--- config.mk ---
export PLATFORM = sky130hd
export DESIGN_NAME = mmc_alu
export DESIGN_NICKNAME = d
export VERILOG_FILES = /design/src/rtl/mmc_pkg.sv /design/src/rtl/mmc_alu.sv
export SDC_FILE = /design/constraint.sdc
export NUM_CORES = 1
export LEC_CHECK = 0
export ABC_AREA = 1
export BUFFER_PORTS_ARGS = -buffer_cell sky130_fd_sc_hd__buf_4
export CELL_PAD_IN_SITES_DETAIL_PLACEMENT = 0
export CELL_PAD_IN_SITES_GLOBAL_PLACEMENT = 1
export CORE_UTILIZATION = 34
export DETAILED_ROUTE_END_ITERATION = 10
export PLACE_DENSITY = 0.91
export SYNTH_ARGS = -nofsm -noshare
export SYNTH_HDL_FRONTEND = slang
export SYNTH_SLANG_ARGS = --single-unit
--- constraint.sdc ---
create_clock -name vclk -period 3.5
set_clock_uncertainty 0.05 [all_clocks]
set_input_delay 0.7 -clock vclk [all_inputs]
set_output_delay 0.7 -clock vclk [all_outputs]
set_load 0.005 [all_outputs]
--- src/rtl/mmc_pkg.sv ---
`default_nettype none

package mmc_pkg;

   localparam int MEM_ADDR_BITS = 16;
   localparam int MEM_WORDS     = 1 << MEM_ADDR_BITS;
   localparam int WORD_W        = 16;
   localparam int COUNT_W       = 32;

   typedef logic [WORD_W-1:0] word_type;

   typedef enum logic [1:0] {
      MODE_WRITE = 2'd0,
      MODE_EXEC  = 2'd1,
      MODE_READ  = 2'd2,
      MODE_NONE  = 2'd3
   } mode_type;

   typedef enum logic [3:0] {
      SRC_A      = 4'd0,
      SRC_B      = 4'd1,
      SRC_ADD    = 4'd2,
      SRC_AND    = 4'd3,
      SRC_OR     = 4'd4,
      SRC_XOR    = 4'd5,
      SRC_SHR    = 4'd6,
      SRC_LIT    = 4'd7,
      SRC_CP     = 4'd8,
      SRC_MCP    = 4'd9,
      SRC_MCP_DEC = 4'd10,
      SRC_MCP_INC = 4'd11,
      SRC_DP     = 4'd12,
      SRC_MDP    = 4'd13,
      SRC_DEC_MDP = 4'd14,
      SRC_INC_MDP = 4'd15
   } src_type;

   typedef enum logic [3:0] {
      DST_A       = 4'd0,
      DST_B       = 4'd1,
      DST_PC      = 4'd2,
      DST_PC_Z    = 4'd3,
      DST_PC_NZ   = 4'd4,
      DST_PC_C    = 4'd5,
      DST_PC_MCPZ = 4'd6,
      DST_PC_MDPZ = 4'd7,
      DST_CP      = 4'd8,
      DST_MCP     = 4'd9,
      DST_INC_MCP = 4'd10,
      DST_DEC_MCP = 4'd11,
      DST_DP      = 4'd12,
      DST_MDP     = 4'd13,
      DST_MDP_INC = 4'd14,
      DST_MDP_DEC = 4'd15
   } dst_type;

   typedef enum logic [2:0] {
      ST_IDLE,
      ST_FETCH,
      ST_SRC,
      ST_DST,
      ST_COND,
      ST_RDWORD,
      ST_DONE
   } state_type;

   // register-side results of the operand unit
   typedef struct packed {
      word_type value;
      logic     is_mem;
      logic     jump_take;
   } alu_out_type;

endpackage

`default_nettype wire

--- src/rtl/mmc_alu.sv ---
`default_nettype none

module mmc_alu
   import mmc_pkg::*;
(
   input  wire word_type acc_a,
   input  wire word_type acc_b,
   input  wire word_type ptr_c,
   input  wire word_type ptr_d,
   input  wire src_type  src,
   input  wire dst_type  dst,
   output alu_out_type   result
);

   logic [WORD_W:0] sum;

   assign sum = {1'b0, acc_a} + {1'b0, acc_b};

   always_comb begin
      result.value     = '0;
      result.is_mem    = 1'b0;
      result.jump_take = 1'b0;
      unique case (src)
         SRC_A:   result.value = acc_a;
         SRC_B:   result.value = acc_b;
         SRC_ADD: result.value = sum[WORD_W-1:0];
         SRC_AND: result.value = acc_a & acc_b;
         SRC_OR:  result.value = acc_a | acc_b;
         SRC_XOR: result.value = acc_a ^ acc_b;
         SRC_SHR: result.value = acc_a >> 1;
         SRC_CP:  result.value = ptr_c;
         SRC_DP:  result.value = ptr_d;
         SRC_LIT, SRC_MCP, SRC_MCP_DEC, SRC_MCP_INC,
         SRC_MDP, SRC_DEC_MDP, SRC_INC_MDP: result.is_mem = 1'b1;
      endcase

      // register-only jump conditions; memory tests are resolved by the sequencer
      unique case (dst)
         DST_PC:    result.jump_take = 1'b1;
         DST_PC_Z:  result.jump_take = (sum == '0);
         DST_PC_NZ: result.jump_take = (sum != '0);
         DST_PC_C:  result.jump_take = sum[WORD_W];
         default:   result.jump_take = 1'b0;
      endcase
   end

endmodule

`default_nettype wire

# Word-level counts from Yosys, hierarchy flattened
# Cells that the tools add are included.
# word_totals
ff_bits	0
in_bits	72
output_inout_bits	18
# op_classes
addsub	1
eq_ne	19
muxes	3
n_bitwise	3
n_reduce_logical	4
# op_table
cell	count
16-bit one-hot mux with 9 select lines	1
4-bit equality test, second input constant	8
4-bit by 3-bit equality test with 1-bit output, second input constant	6
16-bit by 16-bit adder with 17-bit output	1
17-bit zero test	1
17-bit nonzero test	1
16-bit bitwise AND	1
4-bit by 2-bit equality test with 1-bit output, second input constant	4
16-bit bitwise OR	1
16-bit bitwise XOR	1
7-bit OR reduction	1
4-bit by 1-bit equality test with 1-bit output, second input constant	1
4-bit zero test	1
1-bit one-hot mux with 4 select lines	1
1-bit 2-to-1 mux	1

# Logic depth before layout (Yosys ltp)
# Gate-level depths: netlist of run 1.
# depth
depth_word	3
depth_mapped	17
mapped_depth_nobuf	17

# Worst setup path before layout of run 1
# Ideal clock, no wire load.
# synth_path
path_kind	input to output
start	input acc_a[0]
end	output result[0] in the netlist's numbering
arrival_time_ns	2.244
path_slack_ns	0.506
cell_stages	16
n_path_buf	0
path_cell_list	ha_1 > inv_1 > fa_1 > inv_1 > nand3_1 > nand2_1 > nand2_1 > nand2_1 > nand2_1 > nand2_1 > nand2_1 > nor2_1 > nand4_1 > nor2_1 > nand3_1 > nand3_1
# synth_lines
element	line_no	source
from (decl)	mmc_alu.sv:6	input wire word_type acc_a,
to (decl)	mmc_alu.sv:12	output alu_out_type result

==> results of run 1 <==
-- critical path: cells and delay by family --
kind	cells	cell delay, ns
compound gates	1	0.18
fa+ha+maj	1	0.34
buf+inv	5	0.50
simple gates	10	0.87
-- metrics by stage --
stage | setup slack [ns] | total power (W) | hold slack (ns) | setup TNS, ns
6_report | 0.1574 | 0.0004913 | 1.642 | 0
5_1_grt | 0.003747 | 0.0005431 | 1.667 | 0
2_1_floorplan | 0.5058 | 0.0002609 | 1.460 | 0
4_1_cts | 0.04021 | 0.0004631 | 1.640 | 0
3_5_place_dp | 0.05219 | 0.0004605 | 1.643 | 0
3_3_place_gp | -0.002454 | 0.0004591 | 1.636 | -0.002454
-- power by group --
part | total [W] | switching [W] | internal, W | leakage (nW)
Combinational | 0.000491 | 0.000279 | 0.000212 | 1.90
Clock | 0 | 0 | 0 | 0
Sequential | 0 | 0 | 0 | 0
-- cell usage in the layout (no fill, tap or decap) --
master	count
sky130_fd_sc_hd__nand2_1	120
sky130_fd_sc_hd__buf_4	105
sky130_fd_sc_hd__inv_1	101
sky130_fd_sc_hd__nor2_1	32
sky130_fd_sc_hd__nand3_1	30
sky130_fd_sc_hd__o22ai_1	30
sky130_fd_sc_hd__ha_1	23
sky130_fd_sc_hd__a221oi_1	22
sky130_fd_sc_hd__a21oi_1	14
sky130_fd_sc_hd__nand2_2	13
sky130_fd_sc_hd__nor2_2	11
sky130_fd_sc_hd__nand4_1	7
sky130_fd_sc_hd__ha_2	6
sky130_fd_sc_hd__o21ai_0	5
sky130_fd_sc_hd__o211ai_1	5
sky130_fd_sc_hd__inv_2	4
sky130_fd_sc_hd__and2_1	4
sky130_fd_sc_hd__o2111ai_1	4
sky130_fd_sc_hd__nor4_1	4
sky130_fd_sc_hd__a21oi_2	3
sky130_fd_sc_hd__nand3_2	3
sky130_fd_sc_hd__ha_4	3
sky130_fd_sc_hd__nor3_1	2
sky130_fd_sc_hd__nand2_4	1
sky130_fd_sc_hd__clkinv_1	1
sky130_fd_sc_hd__o21ai_1	1
sky130_fd_sc_hd__nor2_4	1
sky130_fd_sc_hd__a22o_1	1
sky130_fd_sc_hd__and2_0	1
sky130_fd_sc_hd__a31oi_1	1
sky130_fd_sc_hd__nor3_2	1
sky130_fd_sc_hd__fa_2	1
-- cell type report --
| cell class | instances | area share, % |
|---|---|---|
| timing repair buffer | 105 | 23.05 |
| tap | 96 | 3.513 |
| inverter | 106 | 11.64 |
| multi-input combinational | 349 | 61.80 |
-- path summary, 6_finish.rpt --
| check | start | to | slack, ns | cells after the start |
|---|---|---|---|---|
| worst min-delay path | ptr_c[0] | result[2] | 1.64 | 4 |
| worst max-delay path | acc_a[10] | result[0] | 0.16 | 17 |
-- what timing repair did --
item | 4_1_cts | 5_1_grt
gates resized for setup | 0 | 37
setup endpoints to repair | 0 | 4
hold endpoints to repair | 0 | 0
-- logic make-up (layout without fill, tap and decap cells) --
| family | Yosys count | count (layout) | share of synthesized area [%] |
|---|---|---|---|
| compound gates | 86 | 86 | 24.19 |
| buf+inv | 113 | 211 | 17.95 |
| simple gates | 230 | 230 | 40.54 |
| fa+ha+maj | 33 | 33 | 17.33 |
-- layer usage --
layer | global-route usage (%) | part of all wire, % | up-vias
met4 | 4.242 | 2.0 | 0
met5 | 0 | 0 | -
met2 | 46.25 | 46 | 139
li1 | - | - | 1734
met3 | 1.810 | 6.5 | 16
met1 | 34.80 | 45 | 1492
==> flow_summary.yaml, run 1 <==
status:
  status: "finished clean"
place:
  instance_count_after_placement_with_tap_cells_included: 656
  numPortBuffers: 90
  place.gp.congestion: 0.9037
  placedInstanceArea_um2: 3297
  hpwl_detailed_um: 8152
layout:
  nClkBuffers: 0
  layout-area-overhead-vs-synth_pct: 40.95
  utilization_pct: 50.05
  final_area_um2: 3420
  area.sequential_um2: 0
  n_sequential_cell: 0
  nets: 667
  layout.cells.non_filler: 656
  drive_gt1_share_pct: 27.14
  total_area_of_multi_input_combinational_cells_um2: 2113
  antenna-diode-count: 0
  final.fill_count: 771
route:
  detail_route.wirelength_um: 9929
  drt-initial-drc-count: 186
  dr.pass1.iters: 5
  routed_via_density: 5.154
  wl_per_cell_um: 15.14
  drc: 0
  ant_nets: 0
  dr_total_vias: 3381
worst_setup_path:
  critPathRequiredTime_ns: 2.75
  critical-path-slowest-cell: "sky130_fd_sc_hd__ha_1"
  slowest_delay_ns: 0.34
  crit_path_max_fanout: 5
  critPathCaptureType: "primary output"
  worst_path_most_repeated_cell: "sky130_fd_sc_hd__nand2_1"
  criticalPathCategory: "input port to primary output"
  critical_path.cell_chain: "buf_4 -> inv_1 -> ha_1 -> buf_4 -> nand2_1 -> nand2_1 -> inv_1 -> nand2_1 -> a21oi_1 -> nand3_1 -> nand2_2 -> nand2_1 -> nor2_1 -> nand4_1 -> nand2_1 -> nand3_1 -> buf_4"
  start_kind: "input port"
  worstPathArrival_ns: 2.59
synth:
  yosys.area.top_type: "sky130_fd_sc_hd__nand2_1"
  post_synth_instance_area_um2: 2426
  synth.yosys.warnings: 0
  postSynthNetCount: 567
  synth.area.top_cells: "sky130_fd_sc_hd__nand2_1 (20%), sky130_fd_sc_hd__ha_1 (17%), sky130_fd_sc_hd__inv_1 (16%)"
  syn_area_per_cell_um2: 5.251
  synth_top_area_share_pct: 20.11
  synth.lib_cells_used.distinct: 28
  synthMostInstantiatedCell: "sky130_fd_sc_hd__nand2_1"
  synthesis.instances: 462
  synth_common_cells: "sky130_fd_sc_hd__nand2_1 (130), sky130_fd_sc_hd__inv_1 (104), sky130_fd_sc_hd__nor2_1 (38)"
  seq_area_frac_synth_pct: 0
grt:
  first_global_vias: 3143
  grt_util_all_layers_pct: 25.99
  grt_pass1_wl_um: 15320
  overflow: 0
  grt_start_max_net_pins: 17
  antenna_found_initial: 0
sta:
  slew_headroom_pct: 59.51
  final.period_utilization_pct: 95.50
  finalSetupViolations: 0
  grt_setup_unrepaired: "no"
  post-route-min-period_ns: 3.343
  fmax_mhz: 299.2
  maxSlewViolCount: 0
  max_slew.worst_pin.slew_ns: 0.6068
  timing_hold_violations_final: 0
run:
  maxCapViolations: 0
floorplan:
  std_cell_rows: 30
  floorplan.io_pins: 90
  die-width_um: 86.47
  die_height_um: 86.47
  die_area_um2: 7477
  design.core.area_um2: 6832
  floorplan.initialDensity_pct: 35.51
power:
  vdd_ir_drop_max_v: 0.00006113
  power.density_cell_area_nw_per_um2: 143.7
  power_leakage_nw: 1.896
clock_network:
  cts_hold_repair.buffers: 0
  cts_post_setup_buffers_inserted: 0
hold_path:
  holdCritPathClass: "input port to primary output"
Note: power is estimated with default switching activity, not from simulation.
==> run 2, diff against run 1 <==
--- a/config.mk
+++ b/config.mk
@@ -6,12 +6,13 @@
 export NUM_CORES = 1
 export LEC_CHECK = 0
 export ABC_AREA = 1
+export ABC_CLOCK_PERIOD_IN_PS = 2770
 export BUFFER_PORTS_ARGS = -buffer_cell sky130_fd_sc_hd__buf_4
 export CELL_PAD_IN_SITES_DETAIL_PLACEMENT = 0
 export CELL_PAD_IN_SITES_GLOBAL_PLACEMENT = 1
-export CORE_UTILIZATION = 34
+export CORE_UTILIZATION = 30
 export DETAILED_ROUTE_END_ITERATION = 10
-export PLACE_DENSITY = 0.91
+export PLACE_DENSITY = 0.85
 export SYNTH_ARGS = -nofsm -noshare
 export SYNTH_HDL_FRONTEND = slang
 export SYNTH_SLANG_ARGS = --single-unit
==> constraint.sdc (replaced) <==
create_clock -name vclk -period 2.77
set_clock_uncertainty 0.05 [all_clocks]
set_input_delay 0.554 -clock vclk [all_inputs]
set_output_delay 0.554 -clock vclk [all_outputs]
set_load 0.005 [all_outputs]
==> run 2 against run 1 <==
The flow now finishes with violations (negative setup slack). Setup slack worse by 0.34 ns. Total power is 89% higher. Critical endpoint unchanged. Critical path type unchanged. Critical path depth decreased by 2. First-iteration DRC count increased by 1.1%.
==> flow_summary.yaml, run 2 (synthesis results as in run 1) <==
layout:
  layout-area-overhead-vs-synth_pct: 95.10
  nets: 759
  layout.cells.non_filler: 754
  n_sequential_cell: 0
  drive_gt1_share_pct: 55.83
  final_area_um2: 4733
  nClkBuffers: 0
  area.sequential_um2: 0
  antenna-diode-count: 0
  layout.cells.most_common_list: "sky130_fd_sc_hd__buf_4 (180), sky130_fd_sc_hd__nand2_1 (78), sky130_fd_sc_hd__inv_1 (68)"
  mostFrequentLayoutCell: "sky130_fd_sc_hd__buf_4"
power:
  pwr-share-comb_pct: 100.0
  internal_power_w: 0.0004630
  power.switching_w: 0.0004645
  vdd_ir_drop_max_v: 0.00007487
  power.density_cell_area_nw_per_um2: 196.0
  power_switching_share_pct: 50.08
  clock_power_share_pct: 0
  power_frac_seq_pct: 0
  power_leakage_nw: 2.440
grt:
  grt_pass1_wl_um: 17750
  antenna_found_initial: 0
  first_global_vias: 3745
  overflow: 0
  grt_util_all_layers_pct: 25.89
  grt_start_max_net_pins: 12
worst_setup_path:
  start_kind: "input port"
  cp_num_buf_inv: 3
  critPathCaptureType: "primary output"
  worstPathArrival_ns: 2.35
  slowest_delay_ns: 0.53
  crit_path_max_fanout: 2
  critPathTopFamily: "simple AND/OR/NAND/NOR gates"
  critical_path.cell_chain: "buf_8 -> ha_4 -> inv_2 -> fa_2 -> nand2_2 -> a21oi_2 -> nand3_1 -> nor2_2 -> nand2_1 -> nor2_1 -> nand4_1 -> nor2_1 -> nand3_1 -> nand3_2 -> buf_6"
  critical-path-slowest-cell: "sky130_fd_sc_hd__fa_2"
  criticalPathCategory: "input port to primary output"
  critPathRequiredTime_ns: 2.17
place:
  place.gp.congestion: 0.9297
  instance_count_after_placement_with_tap_cells_included: 745
  hpwl_detailed_um: 8912
  placedInstanceArea_um2: 3928
  place_worst_setup_slack_ns: -0.3448
  numPortBuffers: 90
route:
  ant_nets: 0
  dr_total_vias: 3825
  routed_via_density: 5.073
  drt-initial-drc-count: 188
  dr.pass1.iters: 5
  detail_route.wirelength_um: 11410
  drc: 0
  wl_per_cell_um: 15.14
floorplan:
  die_height_um: 91.93
  design.core.area_um2: 7767
  die_area_um2: 8450
  floorplan.initialDensity_pct: 31.23
  std_cell_rows: 32
  floorplan.io_pins: 90
  die-width_um: 91.93
sta:
  post-route-min-period_ns: 2.957
  finalSetupViolations: 6
  grt_setup_unrepaired: "yes"
  fin_tns_setup_ns: -0.3437
  fmax_mhz: 338.2
  final.period_utilization_pct: 106.7
  setup_slack_ns: -0.1869
  timing_hold_violations_final: 0
  maxSlewViolCount: 0
  slew_headroom_pct: 63.80
  max_slew.worst_pin.slew_ns: 0.5425
run:
  maxCapViolations: 0
status:
  status: "finished, violations left"
  violated_checks: "negative setup slack"
hold_path:
  holdCritPathClass: "input port to primary output"
  hold-path-cell-count: 4
  worstHoldStart: "ptr_d[15]"
  hold_ep: "result[17]"
clock_network:
  cts_hold_repair.buffers: 0
## run 2: cell count changes in the layout (fill, tap and decap cells not counted), moves of 7 or more
cell,previous run,this run
sky130_fd_sc_hd__nand2_4,1,12
sky130_fd_sc_hd__nand2_2,13,44
sky130_fd_sc_hd__nand3_1,30,21
sky130_fd_sc_hd__inv_4,0,8
sky130_fd_sc_hd__ha_1,23,6
sky130_fd_sc_hd__buf_4,105,180
sky130_fd_sc_hd__buf_6,0,13
sky130_fd_sc_hd__nand2_1,120,78
sky130_fd_sc_hd__inv_1,101,68
sky130_fd_sc_hd__inv_2,4,28
sky130_fd_sc_hd__ha_4,3,17
sky130_fd_sc_hd__nand3_2,3,10
## run 2: timing repair
action,CTS,global route
pin swaps,34,46
buffers inserted,6,5
resized for setup,100,111
endpoints found under the setup margin,13,13
## run 2: power groups by stage
stage               Sequential [W]  Combinational (W)  Clock, W
floorplan                        0           0.000330         0
global placement                 0           0.000702         0
detailed placement               0           0.000708         0
CTS                              0           0.000816         0
global route                     0            0.00101         0
finish                           0           0.000928         0
## run 2: worst max path at each step
stage | depth (start not counted) | startpoint | slack, ns | endpoint
global placement | 14 | acc_a[0] | -0.33 | result[0]
detailed placement | 18 | acc_a[0] | -0.34 | result[0]
finish | 15 | acc_a[0] | -0.19 | result[0]
floorplan | 16 | acc_a[0] | 0.07 | result[0]
global route | 18 | acc_a[0] | -0.31 | result[0]
CTS | 15 | acc_b[0] | -0.19 | result[0]
## run 2: through the flow
step	hold WS (ns)	utilization [%]	power, W
2_1_floorplan	1.168	-	0.0003297
3_3_place_gp	1.356	50.56	0.0007018
3_5_place_dp	1.367	50.56	0.0007079
4_1_cts	1.358	56.02	0.0008164
5_1_grt	1.372	60.94	0.001005
6_report	1.357	60.94	0.0009275
## run 2: cell type report
class                           count  area, µm²
Inverter                          106      422.9
Timing Repair Buffer              197       1558
Fill cell                         771       3034
Tap cell                          102      127.6
Multi-Input combinational cell    349       2625
## run 2: metal layers
| layer | wire, µm | track usage [%] |
|---|---|---|
| met2 | 5581 | 47.70 |
| met5 | 0 | 0 |
| met3 | 510 | 0.3317 |
| met1 | 5075 | 34.01 |
| met4 | 244 | 4.297 |
## run 2: worst min-delay path, stage by stage
cell and delay (ns):
sky130_fd_sc_hd__buf_4 0.08, sky130_fd_sc_hd__a21oi_1 0.06, sky130_fd_sc_hd__o2111ai_2 0.06, sky130_fd_sc_hd__buf_4 0.10
